===== src/design/ctlex_pkg.sv =====
package ctlex_pkg;

  localparam logic [2:0] KIND_NUMBER = 3'd0;
  localparam logic [2:0] KIND_STRING = 3'd1;
  localparam logic [2:0] KIND_IDENT  = 3'd2;
  localparam logic [2:0] KIND_OPER   = 3'd3;
  localparam logic [2:0] KIND_PUNCT  = 3'd4;
  localparam logic [2:0] KIND_END    = 3'd5;
  localparam logic [2:0] KIND_STRBYTE = 3'd6;

  localparam int KW_CHARS   = 7;
  localparam int KW_ENTRIES = 14;
  localparam int QUEUE_DEPTH = 4;

  localparam logic [23:0] COUNT_MAX  = 24'hFFFFFF;
  localparam logic [15:0] LENGTH_MAX = 16'hFFFF;

  localparam logic [8*KW_CHARS-1:0] KW_TEXT [KW_ENTRIES] = '{
    {"int", 32'd0}, {"char", 24'd0}, {"if", 40'd0}, {"else", 24'd0},
    {"FILE", 24'd0}, {"return", 8'd0}, {"printf", 8'd0}, {"memcmp", 8'd0},
    {"malloc", 8'd0}, {"memchr", 8'd0}, "memmove", {"fopen", 16'd0},
    {"fread", 16'd0}, {"exit", 24'd0}
  };
  localparam logic [2:0] KW_LEN [KW_ENTRIES] = '{
    3'd3, 3'd4, 3'd2, 3'd4, 3'd4, 3'd6, 3'd6, 3'd6, 3'd6, 3'd6, 3'd7, 3'd5, 3'd5, 3'd4
  };
  localparam logic [3:0] KW_CODE [KW_ENTRIES] = '{
    4'd1, 4'd2, 4'd3, 4'd4, 4'd2, 4'd5, 4'd6, 4'd7, 4'd8, 4'd9, 4'd10, 4'd11, 4'd12,
    4'd13
  };

  typedef struct packed {
    logic [2:0]  kind;
    logic [31:0] value;
    logic [7:0]  second;
    logic [3:0]  keyword;
    logic [23:0] start;
    logic [15:0] length;
  } result_t;

  typedef struct packed {
    logic    two;
    result_t lead;
    result_t tail;
  } group_t;

  function automatic logic is_digit(input logic [7:0] b);
    return (b >= 8'h30) && (b <= 8'h39);
  endfunction

  function automatic logic is_alpha(input logic [7:0] b);
    return (b == 8'h5F) || ((b >= 8'h41) && (b <= 8'h5A)) ||
           ((b >= 8'h61) && (b <= 8'h7A));
  endfunction

  // First character of an operator: * / + - < = > | & !
  function automatic logic is_op_lead(input logic [7:0] b);
    return (b == 8'h2A) || (b == 8'h2F) || (b == 8'h2B) || (b == 8'h2D) ||
           (b == 8'h3C) || (b == 8'h3D) || (b == 8'h3E) || (b == 8'h7C) ||
           (b == 8'h26) || (b == 8'h21);
  endfunction

  // Second character of an operator: = & |
  function automatic logic is_op_tail(input logic [7:0] b);
    return (b == 8'h3D) || (b == 8'h26) || (b == 8'h7C);
  endfunction

  // Punctuation: ( ) { } , ;
  function automatic logic is_punct(input logic [7:0] b);
    return (b == 8'h28) || (b == 8'h29) || (b == 8'h7B) || (b == 8'h7D) ||
           (b == 8'h2C) || (b == 8'h3B);
  endfunction

  function automatic logic [3:0] keyword_of(input logic [8*KW_CHARS-1:0] word,
                                            input logic [15:0] len);
    logic [3:0] code;
    code = 4'd0;
    for (int i = 0; i < KW_ENTRIES; i++) begin
      if ((word == KW_TEXT[i]) && (len == {13'd0, KW_LEN[i]})) begin
        code = KW_CODE[i];
      end
    end
    return code;
  endfunction

  function automatic logic [23:0] inc_sat24(input logic [23:0] x);
    return (x == COUNT_MAX) ? x : x + 24'd1;
  endfunction

  function automatic logic [15:0] inc_sat16(input logic [15:0] x);
    return (x == LENGTH_MAX) ? x : x + 16'd1;
  endfunction

endpackage


===== src/design/c_subset_token_lexer.sv =====
// Channel  Handshake                  Payload
// text     text_valid / text_ready    text_byte
// token    token_valid / token_ready  token_kind, token_value, second_char,
//                                     keyword_code, start_offset, token_length,
//                                     last_of_run
//
// One source byte is taken per cycle while the four-entry result queue has room.
// Each byte yields zero, one or two tokens; the output stage sends one token per
// cycle unless token_ready stalls it, so the two tokens of a byte leave in turn.
// A token passes through the result queue and the output register before it
// appears at the output. Reset is synchronous and clears the lexer state, empties
// the queue and clears the output valid flag.
module c_subset_token_lexer #(
  parameter int MAX_TEXT = 16777216,
  parameter int NAME_BUFFER_CHARS = 7
) (
  input  logic        clk,
  input  logic        rst,
  input  logic        text_valid,
  output logic        text_ready,
  input  logic [7:0]  text_byte,
  output logic        token_valid,
  input  logic        token_ready,
  output logic [2:0]  token_kind,
  output logic [31:0] token_value,
  output logic [7:0]  second_char,
  output logic [3:0]  keyword_code,
  output logic [23:0] start_offset,
  output logic [15:0] token_length,
  output logic        last_of_run
);

  localparam int CNT_W = $clog2(ctlex_pkg::QUEUE_DEPTH + 1);

  logic               accept;
  logic               push;
  logic               pop;
  logic               sel;
  ctlex_pkg::group_t  group;
  ctlex_pkg::group_t  head;
  ctlex_pkg::result_t token;
  logic [CNT_W-1:0]   count;

  assign text_ready = (count != CNT_W'(ctlex_pkg::QUEUE_DEPTH));
  assign accept = text_valid && text_ready;

  ctlex_front #(
    .MAX_TEXT(MAX_TEXT),
    .NAME_BUFFER_CHARS(NAME_BUFFER_CHARS)
  ) u_front (
    .clk(clk),
    .rst(rst),
    .accept(accept),
    .text_byte(text_byte),
    .push(push),
    .group(group)
  );

  ctlex_queue u_queue (
    .clk(clk),
    .rst(rst),
    .push(push),
    .push_data(group),
    .pop(pop),
    .head(head),
    .count(count)
  );

  ctlex_back u_back (
    .clk(clk),
    .rst(rst),
    .nonempty(count != '0),
    .head(head),
    .pop(pop),
    .sel(sel),
    .token_valid(token_valid),
    .token_ready(token_ready),
    .token(token),
    .last(last_of_run)
  );

  assign token_kind = token.kind;
  assign token_value = token.value;
  assign second_char = token.second;
  assign keyword_code = token.keyword;
  assign start_offset = token.start;
  assign token_length = token.length;

`ifndef SYNTHESIS
  a_queue_bound: assert property (@(posedge clk) disable iff (rst)
    count <= CNT_W'(ctlex_pkg::QUEUE_DEPTH))
    else $error("result queue count beyond its depth");

  a_end_last: assert property (@(posedge clk) disable iff (rst)
    token_valid && (token_kind == ctlex_pkg::KIND_END) |-> last_of_run)
    else $error("end token is not the last token of its byte");

  a_sel_has_head: assert property (@(posedge clk) disable iff (rst)
    sel |-> (count != '0))
    else $error("second token pending with an empty queue");

  a_push_room: assert property (@(posedge clk) disable iff (rst)
    push |-> text_ready)
    else $error("queue written while full");
`endif

endmodule


===== src/design/ctlex_front.sv =====
module ctlex_front #(
  parameter int MAX_TEXT = 16777216,
  parameter int NAME_BUFFER_CHARS = 7
) (
  input  logic                clk,
  input  logic                rst,
  input  logic                accept,
  input  logic [7:0]          text_byte,
  output logic                push,
  output ctlex_pkg::group_t   group
);

  localparam int IDX_W = $clog2(NAME_BUFFER_CHARS);
  localparam logic [23:0] POS_LIMIT =
    ((MAX_TEXT - 1) < 16777215) ? 24'(MAX_TEXT - 1) : 24'hFFFFFF;
  localparam logic [15:0] NAME_CHARS = 16'(NAME_BUFFER_CHARS);

  localparam logic [3:0] M_IDLE       = 4'd0;
  localparam logic [3:0] M_NUM        = 4'd1;
  localparam logic [3:0] M_IDENT      = 4'd2;
  localparam logic [3:0] M_OP         = 4'd3;
  localparam logic [3:0] M_CHAR_OPEN  = 4'd4;
  localparam logic [3:0] M_CHAR_ESC   = 4'd5;
  localparam logic [3:0] M_CHAR_CLOSE = 4'd6;
  localparam logic [3:0] M_STR        = 4'd7;
  localparam logic [3:0] M_STR_ESC    = 4'd8;
  localparam logic [3:0] M_SKIP       = 4'd9;

  localparam logic [7:0] CH_NL     = 8'h0A;
  localparam logic [7:0] CH_HASH   = 8'h23;
  localparam logic [7:0] CH_QUOTE  = 8'h27;
  localparam logic [7:0] CH_DQUOTE = 8'h22;
  localparam logic [7:0] CH_SLASH  = 8'h2F;
  localparam logic [7:0] CH_BSLASH = 8'h5C;
  localparam logic [7:0] CH_N      = 8'h6E;

  logic [3:0]  mode, mode_next;
  logic [7:0]  pend, pend_next;
  logic [31:0] acc, acc_next;
  logic [23:0] tstart, tstart_next;
  logic [23:0] tpos, tpos_next;
  logic [NAME_BUFFER_CHARS-1:0][7:0] nbuf, nbuf_next;
  logic [15:0] nlen, nlen_next;
  logic [23:0] tcount, tcount_next;
  logic [15:0] slen, slen_next;

  ctlex_pkg::result_t res [2];
  logic [1:0]  nres;
  logic        do_start;
  logic        emit_num, emit_id, emit_op, emit_str;
  logic [8*ctlex_pkg::KW_CHARS-1:0] kw_word;
  logic [3:0]  kw_code;

  always_comb begin
    for (int i = 0; i < ctlex_pkg::KW_CHARS; i++) begin
      kw_word[8*(ctlex_pkg::KW_CHARS-1-i) +: 8] = nbuf[i];
    end
    kw_code = ctlex_pkg::keyword_of(kw_word, nlen);
  end

  always_comb begin
    mode_next = mode;
    pend_next = pend;
    acc_next = acc;
    tstart_next = tstart;
    tpos_next = tpos;
    nbuf_next = nbuf;
    nlen_next = nlen;
    tcount_next = tcount;
    slen_next = slen;
    res[0] = '0;
    res[1] = '0;
    nres = 2'd0;
    do_start = 1'b0;
    emit_num = 1'b0;
    emit_id = 1'b0;
    emit_op = 1'b0;
    emit_str = 1'b0;

    if (text_byte == 8'd0) begin
      unique case (mode)
        M_NUM, M_CHAR_OPEN, M_CHAR_ESC, M_CHAR_CLOSE: emit_num = 1'b1;
        M_IDENT: emit_id = 1'b1;
        M_OP: emit_op = 1'b1;
        M_STR, M_STR_ESC: emit_str = 1'b1;
        default: ;
      endcase
    end else begin
      unique case (mode)
        M_NUM: begin
          if (ctlex_pkg::is_digit(text_byte)) begin
            acc_next = (acc << 3) + (acc << 1) + {28'd0, text_byte[3:0]};
          end else begin
            emit_num = 1'b1;
            do_start = 1'b1;
          end
        end
        M_IDENT: begin
          if (ctlex_pkg::is_alpha(text_byte) || ctlex_pkg::is_digit(text_byte)) begin
            if (nlen < NAME_CHARS) begin
              nbuf_next[nlen[IDX_W-1:0]] = text_byte;
            end
            nlen_next = ctlex_pkg::inc_sat16(nlen);
          end else begin
            emit_id = 1'b1;
            do_start = 1'b1;
          end
        end
        M_OP: begin
          if (ctlex_pkg::is_op_tail(text_byte)) begin
            res[nres[0]] = '{ctlex_pkg::KIND_OPER, {24'd0, pend}, text_byte, 4'd0,
                             tstart, 16'd2};
            nres = nres + 2'd1;
            tcount_next = ctlex_pkg::inc_sat24(tcount_next);
            mode_next = M_IDLE;
          end else if ((pend == CH_SLASH) && (text_byte == CH_SLASH)) begin
            mode_next = M_SKIP;
          end else begin
            emit_op = 1'b1;
            do_start = 1'b1;
          end
        end
        M_CHAR_OPEN: begin
          if (text_byte == CH_BSLASH) begin
            mode_next = M_CHAR_ESC;
          end else begin
            acc_next = {24'd0, text_byte};
            mode_next = M_CHAR_CLOSE;
          end
        end
        M_CHAR_ESC: begin
          priority if (text_byte == CH_N) acc_next = 32'd10;
          else if (text_byte == CH_BSLASH) acc_next = 32'd92;
          else if (text_byte == CH_QUOTE) acc_next = 32'd39;
          else acc_next = 32'd0;
          mode_next = M_CHAR_CLOSE;
        end
        M_CHAR_CLOSE: begin
          emit_num = 1'b1;
          mode_next = M_IDLE;
        end
        M_STR: begin
          priority if (text_byte == CH_DQUOTE) begin
            emit_str = 1'b1;
            mode_next = M_IDLE;
          end else if (text_byte == CH_BSLASH) begin
            mode_next = M_STR_ESC;
          end else begin
            res[nres[0]] = '{ctlex_pkg::KIND_STRBYTE, {24'd0, text_byte}, 8'd0, 4'd0,
                             tpos, 16'd0};
            nres = nres + 2'd1;
            slen_next = ctlex_pkg::inc_sat16(slen);
          end
        end
        M_STR_ESC: begin
          res[nres[0]] = '{ctlex_pkg::KIND_STRBYTE,
                           (text_byte == CH_N) ? 32'd10 : {24'd0, text_byte},
                           8'd0, 4'd0, tpos, 16'd0};
          nres = nres + 2'd1;
          slen_next = ctlex_pkg::inc_sat16(slen);
          mode_next = M_STR;
        end
        M_SKIP: begin
          if (text_byte == CH_NL) begin
            mode_next = M_IDLE;
          end
        end
        default: do_start = 1'b1;
      endcase
    end

    // Pending token closed by this byte.
    if (emit_num) begin
      res[nres[0]] = '{ctlex_pkg::KIND_NUMBER, acc, 8'd0, 4'd0, tstart, 16'd0};
      nres = nres + 2'd1;
      tcount_next = ctlex_pkg::inc_sat24(tcount_next);
    end
    if (emit_id) begin
      res[nres[0]] = '{ctlex_pkg::KIND_IDENT, 32'd0, 8'd0, kw_code, tstart, nlen};
      nres = nres + 2'd1;
      tcount_next = ctlex_pkg::inc_sat24(tcount_next);
    end
    if (emit_op) begin
      res[nres[0]] = '{ctlex_pkg::KIND_OPER, {24'd0, pend}, 8'd0, 4'd0, tstart, 16'd1};
      nres = nres + 2'd1;
      tcount_next = ctlex_pkg::inc_sat24(tcount_next);
    end
    if (emit_str) begin
      res[nres[0]] = '{ctlex_pkg::KIND_STRING, 32'd0, 8'd0, 4'd0, tstart, slen};
      nres = nres + 2'd1;
      tcount_next = ctlex_pkg::inc_sat24(tcount_next);
    end

    if (do_start) begin
      mode_next = M_IDLE;
      priority if (text_byte == CH_HASH) begin
        mode_next = M_SKIP;
      end else if (ctlex_pkg::is_digit(text_byte)) begin
        mode_next = M_NUM;
        acc_next = {28'd0, text_byte[3:0]};
        tstart_next = tpos;
      end else if (text_byte == CH_QUOTE) begin
        mode_next = M_CHAR_OPEN;
        acc_next = 32'd0;
        tstart_next = tpos;
      end else if (text_byte == CH_DQUOTE) begin
        mode_next = M_STR;
        slen_next = 16'd0;
        tstart_next = tpos;
      end else if (ctlex_pkg::is_alpha(text_byte)) begin
        mode_next = M_IDENT;
        nbuf_next = '0;
        nbuf_next[0] = text_byte;
        nlen_next = 16'd1;
        tstart_next = tpos;
      end else if (ctlex_pkg::is_op_lead(text_byte)) begin
        mode_next = M_OP;
        pend_next = text_byte;
        tstart_next = tpos;
      end else if (ctlex_pkg::is_punct(text_byte)) begin
        res[nres[0]] = '{ctlex_pkg::KIND_PUNCT, {24'd0, text_byte}, 8'd0, 4'd0, tpos,
                         16'd1};
        nres = nres + 2'd1;
        tcount_next = ctlex_pkg::inc_sat24(tcount_next);
      end else begin
        mode_next = M_IDLE;
      end
    end

    if (text_byte == 8'd0) begin
      res[nres[0]] = '{ctlex_pkg::KIND_END, {8'd0, tcount_next}, 8'd0, 4'd0, tpos, 16'd0};
      nres = nres + 2'd1;
      mode_next = M_IDLE;
      pend_next = 8'd0;
      acc_next = 32'd0;
      tstart_next = 24'd0;
      tpos_next = 24'd0;
      nbuf_next = '0;
      nlen_next = 16'd0;
      tcount_next = 24'd0;
      slen_next = 16'd0;
    end else if (tpos < POS_LIMIT) begin
      tpos_next = tpos + 24'd1;
    end
  end

  assign push = accept && (nres != 2'd0);
  assign group = '{(nres == 2'd2), res[0], res[1]};

  always_ff @(posedge clk) begin
    if (rst) begin
      mode <= M_IDLE;
      pend <= 8'd0;
      acc <= 32'd0;
      tstart <= 24'd0;
      tpos <= 24'd0;
      nbuf <= '0;
      nlen <= 16'd0;
      tcount <= 24'd0;
      slen <= 16'd0;
    end else if (accept) begin
      mode <= mode_next;
      pend <= pend_next;
      acc <= acc_next;
      tstart <= tstart_next;
      tpos <= tpos_next;
      nbuf <= nbuf_next;
      nlen <= nlen_next;
      tcount <= tcount_next;
      slen <= slen_next;
    end
  end

endmodule


===== src/design/ctlex_queue.sv =====
module ctlex_queue (
  input  logic              clk,
  input  logic              rst,
  input  logic              push,
  input  ctlex_pkg::group_t push_data,
  input  logic              pop,
  output ctlex_pkg::group_t head,
  output logic [$clog2(ctlex_pkg::QUEUE_DEPTH+1)-1:0] count
);

  localparam int PTR_W = $clog2(ctlex_pkg::QUEUE_DEPTH);
  localparam int CNT_W = $clog2(ctlex_pkg::QUEUE_DEPTH + 1);

  ctlex_pkg::group_t entries [ctlex_pkg::QUEUE_DEPTH];
  logic [PTR_W-1:0] wptr, rptr;

  assign head = entries[rptr];

  always_ff @(posedge clk) begin
    if (push) begin
      entries[wptr] <= push_data;
    end
  end

  always_ff @(posedge clk) begin
    if (rst) begin
      wptr <= '0;
      rptr <= '0;
      count <= '0;
    end else begin
      if (push) wptr <= wptr + PTR_W'(1);
      if (pop) rptr <= rptr + PTR_W'(1);
      unique case ({push, pop})
        2'b10: count <= count + CNT_W'(1);
        2'b01: count <= count - CNT_W'(1);
        default: count <= count;
      endcase
    end
  end

endmodule


===== src/design/ctlex_back.sv =====
module ctlex_back (
  input  logic               clk,
  input  logic               rst,
  input  logic               nonempty,
  input  ctlex_pkg::group_t  head,
  output logic               pop,
  output logic               sel,
  output logic               token_valid,
  input  logic               token_ready,
  output ctlex_pkg::result_t token,
  output logic               last
);

  logic load;

  assign load = !token_valid || token_ready;
  assign pop = load && nonempty && (!head.two || sel);

  always_ff @(posedge clk) begin
    if (rst) begin
      token_valid <= 1'b0;
      sel <= 1'b0;
    end else if (load) begin
      token_valid <= nonempty;
      if (nonempty) begin
        sel <= head.two && !sel;
      end
    end
  end

  always_ff @(posedge clk) begin
    if (load && nonempty) begin
      token <= sel ? head.tail : head.lead;
      last <= !head.two || sel;
    end
  end

endmodule


===== config.mk =====
export PLATFORM = sky130hd
export DESIGN_NAME = c_subset_token_lexer
export DESIGN_NICKNAME = d
export VERILOG_FILES = /design/src/design/ctlex_pkg.sv /design/src/design/c_subset_token_lexer.sv /design/src/design/ctlex_front.sv /design/src/design/ctlex_queue.sv /design/src/design/ctlex_back.sv
export SDC_FILE = /design/constraint.sdc
export NUM_CORES = 2
export LEC_CHECK = 0
export ABC_AREA = 0
export BUFFER_PORTS_ARGS = -buffer_cell sky130_fd_sc_hd__buf_2
export CORE_MARGIN = 2
export CORE_UTILIZATION = 30
export DETAILED_ROUTE_END_ITERATION = 12
export SETUP_SLACK_MARGIN = 0.15
export SYNTH_ARGS = -nofsm -noshare
export SYNTH_HDL_FRONTEND = slang
export SYNTH_SLANG_ARGS = --single-unit
export TNS_END_PERCENT = 30

===== constraint.sdc =====
create_clock -name clk -period 11.5 [get_ports clk]
set_clock_uncertainty 0.2 [all_clocks]
set_input_delay 0 -clock clk [delete_from_list [all_inputs] [get_ports clk]]
set_output_delay 0 -clock clk [all_outputs]
set_load 0.05 [all_outputs]

==> run metrics <==
global-route wire length before repair 206,800 um; cell area power density 177.6 nW/um2; Peak supply drop 123.7 uV; share of power burned in combinational logic 21.7%; maximum fanout along the worst path 10; Cell Int Power 6.798 mW; final hold slack 153.5 ps; Core Area 158,000 um2; number of nets in the finished design 4,262; First DRT Iteration DRCs 2,991; Seq pwr share 44.1%; count of antenna-violating nets left after detailed routing 0; cell accounting for the most synthesized area edfxtp_1; Synthesis Warnings 0; initial antenna violation count 8; Setup crit end kind flip-flop; total of endpoints with negative setup slack in the final report 0; count of H-tree levels built during CTS 3; maximum clock insertion buffer count 3; die outline width 402.4 um; Synth async-reset ratio 0%; total via count after detailed routing 33.96k; Final period util 93.95%; Power, Total 9.709 mW; Final Slew Violations 0; Leakage Power 18.09 nW; register bit count reported by yosys 971; number of global-route vias before repair 32.85k; Post-Syn Instances 4,008; Total Die Area 161,900 um2; number of enable-type register cells in the synthesized netlist 756; standard cell with the maximum stage delay on the critical path or4b_4; final weighted congestion of routability-driven global placement 0.9454; DPL Wire Length 93,050 um; pin count of the biggest net entering global routing 109; Net Sw Power 2.912 mW; fmax 92.56 MHz; # clock sinks 971; proportion of total power due to net switching 29.99%; relative max-transition margin 6.447%; clock latency at the later pin of the worst-skew pair 670 ps; total negative setup slack 0 ps; Port Buffers 101; number of vias per cell 5.373; Crit Path Category reg2reg; Placement Rows 146; pin slew with the least headroom to its limit 1368 ps; fraction of final layout cells with drive strength greater than 1 15.82%; max-cap violations 0; class of the tightest hold or removal check in2reg; prevailing post-synth register cell edfxtp_1; delay contributed by the slowest stage of the critical path 610 ps; clock edge transition at the registers on the reported setup and hold paths 70 ps; TritonCTS clock tree yes; status finished clean; sequential element share of the synthesized area 56.71%; setup repair after global routing missed its margin true; top cells by area in the synthesized netlist edfxtp_1 (48%), dfxtp_1 (9.0%), mux4_2 (7.9%); final hold vios 0; GRT Residual Overflow 0; Root Buffer clkbuf_16; element type at the critical path start flip-flop; total standard cell area after synthesis 47,620 um2; IO Pins 102; mean post-synth cell area 11.88 um2; Clock Power Share 34.2%; Global Route Usage Sum 16.41%; routed wirelength normalized by instance count 21.66 um; number of buffers inserted during clock tree synthesis 98; Worst Path Arrival 10,970 ps; DRC Markers 0; share of Yosys cell area claimed by the top area cell type 47.67%; final design instance area without fill 54,670 um2; placed cell area 51,110 um2; final cell count without fillers 6,320; count of distinct cell types in the synthesized netlist 119; dpl cells 6,122; final WL 136,900 um; initial core utilization 30.14%; required time of the critical path 11,670 ps; clock period minus worst slack 10,800 ps; number of search-and-repair iterations in the first detailed-routing pass 7; Die H 402.4 um; Layout area overhead 14.81%
## Yosys cell counts, types with 13 or more instances
| library cell | count |
|---|---|
| edfxtp_1 | 756 |
| inv_1 | 56 |
| a21oi_1 | 160 |
| mux4_2 | 167 |
| ha_1 | 83 |
| o211ai_1 | 17 |
| nand3_1 | 117 |
| and2_1 | 45 |
| xor2_1 | 58 |
| a21boi_0 | 14 |
| nor4_1 | 49 |
| buf_2 | 20 |
| a22oi_1 | 76 |
| xnor2_1 | 95 |
| or4_1 | 18 |
| nand2_1 | 575 |
| o21ai_1 | 53 |
| mux2i_1 | 22 |
| a211oi_1 | 24 |
| o21a_1 | 16 |
| nor3b_1 | 17 |
| nor2_1 | 344 |
| clkbuf_1 | 174 |
| or3_1 | 37 |
| dfxtp_1 | 215 |
| or2_2 | 14 |
| a22o_1 | 53 |
| nor3_1 | 81 |
| a31oi_1 | 27 |
| nand2b_1 | 26 |
| nand4_1 | 46 |
| and3_1 | 53 |
| nand4b_1 | 13 |
| nor2b_1 | 14 |
| o21ai_0 | 135 |
| buf_1 | 29 |
| a311oi_1 | 21 |
## per-layer routing
| layer | routed length [um] | part of all wire, % | track usage (%) | up-vias |
|---|---|---|---|---|
| li1 | - | - | - | 15570 |
| met1 | 59630 | 44 | 22.45 | 16880 |
| met2 | 64440 | 47 | 26.75 | 1229 |
| met3 | 8706 | 6.4 | 2.522 | 263 |
| met4 | 4051 | 3.0 | 5.105 | 10 |
| met5 | 71 | 0.052 | 0 | - |
## area by class of cell
class	count	area [um2]
Antenna cell	1	2.502
Clock buffer	129	2703
Clock inverter	54	698.2
Fill cell	15400	103300
Inverter	57	219.0
Multi-Input combinational cell	2785	19690
Sequential cell	971	27020
Tap cell	2072	2592
Timing Repair Buffer	251	1753
## stage by stage
| step | util [%] | setup WS (ps) |
|---|---|---|
| 5_1_grt | 34.60 | 100.9 |
| 3_5_place_dp | 32.34 | 513.3 |
| 2_1_floorplan | - | 302.5 |
| 3_3_place_gp | 32.34 | 660.5 |
| 4_1_cts | 34.56 | 558.6 |
| 6_report | 34.60 | 696.2 |
## path summary, 6_finish.rpt
| path | startpoint | end | slack, ps | cells after the start |
|---|---|---|---|---|
| setup / recovery | u_front.tcount[1] | u_queue.entries[0][71] | 700 | 31 |
| hold reg to reg | u_front.tstart[5] | u_front.tstart[5] | 270 | 2 |
| setup reg to reg | u_front.tcount[1] | u_queue.entries[0][71] | 700 | 31 |
| hold / removal | rst | u_front.acc[9] | 150 | 3 |
## power by group through the flow
stage	registers (mW)	clock network [mW]	logic [mW]
final	4.28	3.32	2.10
after global routing	4.31	3.54	2.27
after CTS	4.30	3.40	2.15
after detailed placement	4.37	0	2.14
after global placement	4.36	0	2.13
after floorplan	4.76	0	1.13
## registers in the layout, indices dropped and copies added (netlist names), 4 cells and up, named ones only
signal / count
u_front.tstart: 24
u_front.mode: 4
u_front.acc: 32
u_front.nlen: 16
u_front.pend: 8
u_back.token: 87
u_front.tpos: 24
u_front.tcount: 24
u_front.slen: 16
u_queue.entries: 668
u_front.kw_word: 56
## critical path: cells and delay by family, from the launching register on
kind                       cells  cell delay (ps)
and+or+nand+nor               14             5070
AOI/OAI and AO/OA              9             2900
adders and majority gates      2              480
DFF                            1              440
buffers and inverters          3              630
xor gates and xnor gates       3              730
## cells in the final DEF (no fill, tap or decap), types with 57 or more instances in the layout
| cell type | synthesis | routed |
|---|---|---|
| a22oi_1 | 76 | 76 |
| xor2_1 | 58 | 57 |
| mux4_2 | 167 | 167 |
| nand3_1 | 117 | 117 |
| xnor2_1 | 95 | 94 |
| o21ai_0 | 135 | 135 |
| dfxtp_1 | 215 | 212 |
| nor3_1 | 81 | 81 |
| nand2_1 | 575 | 574 |
| ha_1 | 83 | 83 |
| buf_4 | 5 | 132 |
| clkbuf_16 | 0 | 101 |
| buf_2 | 20 | 100 |
| edfxtp_1 | 756 | 756 |
| nor2_1 | 344 | 343 |
| a21oi_1 | 160 | 158 |
## cell families after synthesis
family	synth area share, %
adders and majority gates	2.307
other	0.007875
xor gates and xnor gates	2.917
buffers and inverters	2.386
and+or+nand+nor	16.23
DFF	56.71
AOI/OAI and AO/OA	10.89
muxes	8.550
## what timing repair did
action	4_1_cts	5_1_grt
setup endpoints to repair	0	126
hold endpoints to repair	148	0
gates resized for setup	0	5
hold buffers	11	0
buffers inserted	0	3
Power figures use the tool's default switching activity.
